$ cat config.mk
export PLATFORM = sky130hd
export DESIGN_NAME = smma_ctrl
export DESIGN_NICKNAME = d
export VERILOG_FILES = /design/src/rtl/smma_pkg.sv /design/src/rtl/smma_ctrl.sv
export SDC_FILE = /design/constraint.sdc
export NUM_CORES = 1
export LEC_CHECK = 0
export BUFFER_PORTS_ARGS = -buffer_cell sky130_fd_sc_hd__buf_2
export CORE_MARGIN = 8
export CORE_UTILIZATION = 51
export CTS_CLUSTER_DIAMETER = 150
export DETAILED_ROUTE_END_ITERATION = 16
export GPL_TIMING_DRIVEN = 0
export HOLD_SLACK_MARGIN = 0.02
export PLACE_DENSITY = 0.85
export SYNTH_ARGS = -nofsm -noshare
export SYNTH_HDL_FRONTEND = slang
export SYNTH_SLANG_ARGS = --single-unit
$ cat constraint.sdc
create_clock -name clk -period 2.2 [get_ports clk]
set_clock_uncertainty 0.1 [all_clocks]
set_input_delay 0.22 -clock clk [delete_from_list [all_inputs] [get_ports clk]]
set_output_delay 0.22 -clock clk [all_outputs]
set_load 0.01 [all_outputs]
$ cat src/rtl/smma_pkg.sv
package smma_pkg;

	// Sizes of the fields and of the arithmetic
	localparam int MAX_DIM_DEF = 32;
	localparam int DIM_W       = 6;
	localparam int IDX_W       = 10;
	localparam int VAL_W       = 32;
	localparam int AB_W        = 16;
	localparam int C_W         = 32;
	localparam int SCALE_W     = 16;
	localparam int CFG_IDX_W   = 3;
	localparam int CFG_DATA_W  = 16;
	localparam int PTR_W       = 2 * DIM_W;
	localparam int PROD1_W     = 32;
	localparam int ACC_W       = 48;
	localparam int FRAC_SHIFT  = 8;
	localparam int DIV_STEPS   = IDX_W;
	localparam int DRAIN_CYC   = 3;

	// Register reset values
	localparam logic [DIM_W-1:0]          ROWS_RST  = 6'd32;
	localparam logic [DIM_W-1:0]          INNER_RST = 6'd32;
	localparam logic [DIM_W-1:0]          COLS_RST  = 6'd32;
	localparam logic signed [SCALE_W-1:0] ALPHA_RST = 16'sd256;
	localparam logic signed [SCALE_W-1:0] BETA_RST  = 16'sd0;

	// Saturation bounds
	localparam logic signed [VAL_W-1:0] AB_MAX = 32'sh0000_7FFF;
	localparam logic signed [VAL_W-1:0] AB_MIN = -32'sh0000_8000;
	localparam logic signed [C_W-1:0]   C_MAX  = 32'sh7FFF_FFFF;
	localparam logic signed [C_W-1:0]   C_MIN  = 32'sh8000_0000;

	typedef enum logic [1:0] {
		FUNC_LOAD_A  = 2'd0,
		FUNC_LOAD_B  = 2'd1,
		FUNC_LOAD_C  = 2'd2,
		FUNC_COMPUTE = 2'd3
	} func_t;

	typedef enum logic [CFG_IDX_W-1:0] {
		CFG_ROWS_N  = 3'd0,
		CFG_INNER_M = 3'd1,
		CFG_COLS_K  = 3'd2,
		CFG_ALPHA   = 3'd3,
		CFG_BETA    = 3'd4
	} cfg_reg_t;

	typedef enum logic [2:0] {
		ST_IDLE,
		ST_DIV,
		ST_SETUP,
		ST_MAC,
		ST_DRAIN,
		ST_FINISH,
		ST_PUSH
	} state_t;

	// Controller to datapath
	typedef struct packed {
		logic load;
		logic start;
		logic div_step;
		logic setup;
		logic mac_issue;
		logic finish;
		logic push;
	} cmd_t;

	// Datapath to controller
	typedef struct packed {
		logic             idx_ok;
		logic [DIM_W-1:0] eff_m;
		logic             out_free;
	} sts_t;

	// Clip to 16 bits; the top bit flags clipping
	function automatic logic [AB_W:0] clip_ab(input logic signed [VAL_W-1:0] v);
		logic [AB_W:0] r;
		if (v > AB_MAX) begin
			r = {1'b1, AB_MAX[AB_W-1:0]};
		end else if (v < AB_MIN) begin
			r = {1'b1, AB_MIN[AB_W-1:0]};
		end else begin
			r = {1'b0, v[AB_W-1:0]};
		end
		return r;
	endfunction

	// Zero acts as one, anything above max_dim as max_dim
	function automatic logic [DIM_W-1:0] eff_dim(input logic [DIM_W-1:0] r, input int max_dim);
		logic [DIM_W-1:0] d;
		if (r == '0) begin
			d = DIM_W'(1);
		end else if (int'(r) > max_dim) begin
			d = DIM_W'(max_dim);
		end else begin
			d = r;
		end
		return d;
	endfunction

endpackage

$ cat src/rtl/smma_ctrl.sv
module smma_ctrl
	import smma_pkg::*;
(
	input  logic                 clk,
	input  logic                 arst_n,
	input  logic                 item_valid,
	input  logic [1:0]           item_func,
	output logic                 item_ready,
	input  sts_t                 sts,
	output cmd_t                 cmd
);

	state_t           state_q, state_d;
	logic [DIM_W-1:0] cnt_q;

	// State register and step counter; the counter restarts on every state change
	always_ff @(posedge clk or negedge arst_n) begin
		if (!arst_n) begin
			state_q <= ST_IDLE;
			cnt_q   <= '0;
		end else begin
			state_q <= state_d;
			if (state_d != state_q) begin
				cnt_q <= '0;
			end else begin
				cnt_q <= cnt_q + DIM_W'(1);
			end
		end
	end

	// Next state and commands
	always_comb begin
		state_d    = state_q;
		cmd        = '0;
		item_ready = 1'b0;
		case (state_q)
			ST_IDLE: begin
				item_ready = 1'b1;
				if (item_valid) begin
					if (item_func == FUNC_COMPUTE) begin
						// drop a compute beat whose index lies outside C
						if (sts.idx_ok) begin
							cmd.start = 1'b1;
							state_d   = ST_DIV;
						end
					end else begin
						cmd.load = 1'b1;
						state_d  = ST_PUSH;
					end
				end
			end
			ST_DIV: begin
				cmd.div_step = 1'b1;
				if (cnt_q == DIM_W'(DIV_STEPS - 1)) begin
					state_d = ST_SETUP;
				end
			end
			ST_SETUP: begin
				cmd.setup = 1'b1;
				state_d   = ST_MAC;
			end
			ST_MAC: begin
				cmd.mac_issue = 1'b1;
				if (cnt_q == sts.eff_m - DIM_W'(1)) begin
					state_d = ST_DRAIN;
				end
			end
			ST_DRAIN: begin
				// wait for the last term to reach the accumulator
				if (cnt_q == DIM_W'(DRAIN_CYC - 1)) begin
					state_d = ST_FINISH;
				end
			end
			ST_FINISH: begin
				cmd.finish = 1'b1;
				state_d    = ST_PUSH;
			end
			ST_PUSH: begin
				if (sts.out_free) begin
					cmd.push = 1'b1;
					state_d  = ST_IDLE;
				end
			end
			default: begin
				state_d = ST_IDLE;
			end
		endcase
	end

endmodule

==> impl_metrics.env <==
export IMPL_status="completed"
export IMPL_coreArea_mm2=0.00151
export IMPL_fin_crit_ps=2010
export IMPL_sw_frac_of_total=0.464
export IMPL_max_cap_viol_count=0
export IMPL_hold_viol_final=0
export IMPL_fin_tns_setup_ps=0
export IMPL_path_cells="inv_1, ha_1, nor4bb_1, a22oi_1, nor2_1, a211o_1, nor3_2"
export IMPL_grt_max_degree=11
export IMPL_p_int_mw=0.544
export IMPL_synth_flop_cell="dfrtp_1"
export IMPL_crit_fanout=6
export IMPL_post_cts_buffers=0
export IMPL_rsz0062_at_grt="no"
export IMPL_final_util=0.651
export IMPL_cts_clk_slew_worst_paths_ps=70
export IMPL_grt_pass1_wl_um=3370
export IMPL_yosysTopAreaCell="dfrtp_1"
export IMPL_io_pins=21
export IMPL_cp_arrival_ps=2060
export IMPL_synth_common_cells="9 x dfrtp_1, 6 x nor2_1, 6 x nor3_2"
export IMPL_slew_viol_final=0
export IMPL_peakVddDrop_v=0.000558
export IMPL_grt_usage=0.128
export IMPL_viasPerCell=5.64
export IMPL_dieArea_mm2=0.00316
export IMPL_clk_path_buf_depth=2
export IMPL_antenna_found_initial=0
export IMPL_fill_cells=133
export IMPL_synth_edf_count=0
export IMPL_powerDensity_mw_per_mm2=1030
export IMPL_drc=0
export IMPL_synth_mux_area_frac=0.0137
export IMPL_finalCritPeriodShare=0.915
export IMPL_timing_fmax_mhz=497
export IMPL_path_class="reg -> reg"
export IMPL_seqPwrFrac=0.302
export IMPL_cts_tree="built"
export IMPL_p_leak_nw=0.460
export IMPL_grt_pass1_vias=791
export IMPL_power_switching_mw=0.470
export IMPL_gp_congestion=0.844
export IMPL_drtPass1Iterations=4
export IMPL_cpPeakStageDelay_ps=470
export IMPL_fp_dieW_um=56.2
export IMPL_ctsHtreeMaxLevel=1
export IMPL_syn_nets=107
export IMPL_cts_sinks=9
export IMPL_vias=739
export IMPL_tightest_slew_ps=373
export IMPL_num_nets_final=133
export IMPL_chipHeight_um=56.2
export IMPL_num_antenna_cells=0
export IMPL_crit_path_end_kind="flip-flop"
export IMPL_setup_viol=0
export IMPL_cp_data_required_time_ps=2250
export IMPL_synth_area_um2=823
export IMPL_ys_ff_latch=9
export IMPL_synth_compound_area_frac=0.132
export IMPL_drive_above_1_share=0.339
export IMPL_antenna_left=0
export IMPL_clockRootBuffer="clkbuf_4"
export IMPL_postPlaceCellArea_um2=943
export IMPL_fin_area_um2=981
export IMPL_rows=14
export IMPL_worstHoldPathType="in -> async"
export IMPL_clkLatencyLatePin_ps=270
export IMPL_postSynthAreaPerCell_um2=9.15
export IMPL_syn_inst=90
export IMPL_dpl_hpwl_um=1560
export IMPL_pwr_share_clk=0.128
export IMPL_worst_hold_slack_ps=227
export IMPL_seq_area_frac_synth=0.274
export IMPL_p_comb_frac=0.570
export IMPL_wl_per_cell_um=14.8
export IMPL_yosysMostFrequentCell="dfrtp_1"
export IMPL_syn_to_final_growth_pct=19.1
export IMPL_yosysUniqueCellTypes=35
export IMPL_synthTopCellsByArea="dfrtp_1 27%, nor3_2 7.3%, ha_1 6.1%, xnor2_1 5.3%, xor2_1 5.3%"
export IMPL_synthAdderAreaFrac=0.0608
export IMPL_yosysWarnings=0
export IMPL_synth_simple_gate_area_frac=0.337
export IMPL_overflow=0
export IMPL_io_buffers=20
export IMPL_numCtsBuffers=3
export IMPL_routed_wl_um=1940
export IMPL_relSlewSlack=0.748
export IMPL_critPathLaunchType="flip-flop"
export IMPL_slowest_stage="dfrtp_1"
export IMPL_drt_iter0_markers=14
export IMPL_start_util=0.547
export IMPL_ys_async_sr_fraction=1.00
export IMPL_yosysTopAreaCellShare=0.274
export IMPL_synth_top_family_by_area="simple AND/OR/NAND/NOR gates"
export IMPL_synthXorXnorAreaFrac=0.126
-- cell usage in the layout (no fill, tap or decap), types with 3 or more instances in the layout --
cell / instances
and2_1: 3
buf_2: 21
clkbuf_4: 3
dfrtp_1: 9
ha_1: 4
inv_1: 4
nand2_1: 5
nand3_1: 4
nor2_1: 6
nor3_2: 6
o21ai_0: 4
xnor2_1: 5
xor2_1: 5
-- worst max-delay path: cells and delay by family (launching register included) --
| kind | cells | cell delay (ps) |
|---|---|---|
| compound gates | 2 | 470 |
| fa+ha+maj | 1 | 140 |
| buf+inv | 1 | 90 |
| flops | 1 | 470 |
| simple gates | 3 | 620 |
-- state kept, by name (all words and copies together) (netlist names) --
signal / count
cnt_q: 6
state_q: 3
-- cells by family (layout without fill, tap and decap cells) --
group	Yosys count	in the layout
AO/OA/AOI/OAI	15	15
XOR/XNOR	11	11
adder cells (fa/ha/maj)	4	4
buffers and inverters	9	34
flip-flops	9	9
multiplexers	1	1
AND/OR/NAND/NOR	41	41
-- area by class of cell --
cell class / instances / area [µm²] / area share
well taps: 16 / 20.0 / 0.0204
repair buffers: 21 / 110 / 0.112
flip-flops and latches: 9 / 225 / 0.230
plain buffers: 5 / 31.3 / 0.0319
multi-input cells: 72 / 552 / 0.562
clock buffers: 3 / 22.5 / 0.0230
inverters: 4 / 15.0 / 0.0153
clock inverters: 1 / 5.00 / 0.00510
-- routing by layer --
metal	GRT usage	wire [µm]
met4	0.0515	22
met3	0.0342	98
met1	0.151	850
met2	0.211	968
met5	0	0
-- stage by stage --
stage	total power, mW	instances	worst slack [ps]
after floorplan	0.721	90	505
final	1.01	131	187
after global routing	1.11	131	86.1
after CTS	1.02	131	235
after global placement	0.858	126	304
after detailed placement	0.887	126	247
-- power groups by stage --
stage | logic, mW | clock network [mW] | registers [mW]
finish | 0.578 | 0.129 | 0.306
global route | 0.649 | 0.141 | 0.317
CTS | 0.583 | 0.132 | 0.304
detailed placement | 0.579 | 0 | 0.307
global placement | 0.556 | 0 | 0.303
floorplan | 0.441 | 0 | 0.280
-- final timing paths --
| path | endpoint | slack (ps) | cells after the start | startpoint |
|---|---|---|---|---|
| hold / removal | cnt_q[1] | 230 | 2 | arst_n |
| setup reg to reg | cnt_q[3] | 190 | 7 | cnt_q[0] |
| min in group clk | state_q[2] | 300 | 4 | sts[0] |
| setup / recovery | cnt_q[3] | 190 | 7 | cnt_q[0] |
| max in group asynchronous | state_q[2] | 1580 | 2 | arst_n |
| hold reg to reg | cnt_q[0] | 490 | 1 | cnt_q[0] |
-- repair_timing --
item,CTS,global route
hold endpoints to repair,9,0
gates resized for setup,0,0
endpoints found under the setup margin,0,0
hold buffers,1,0
No activity file was read; power rests on OpenSTA's default activity.
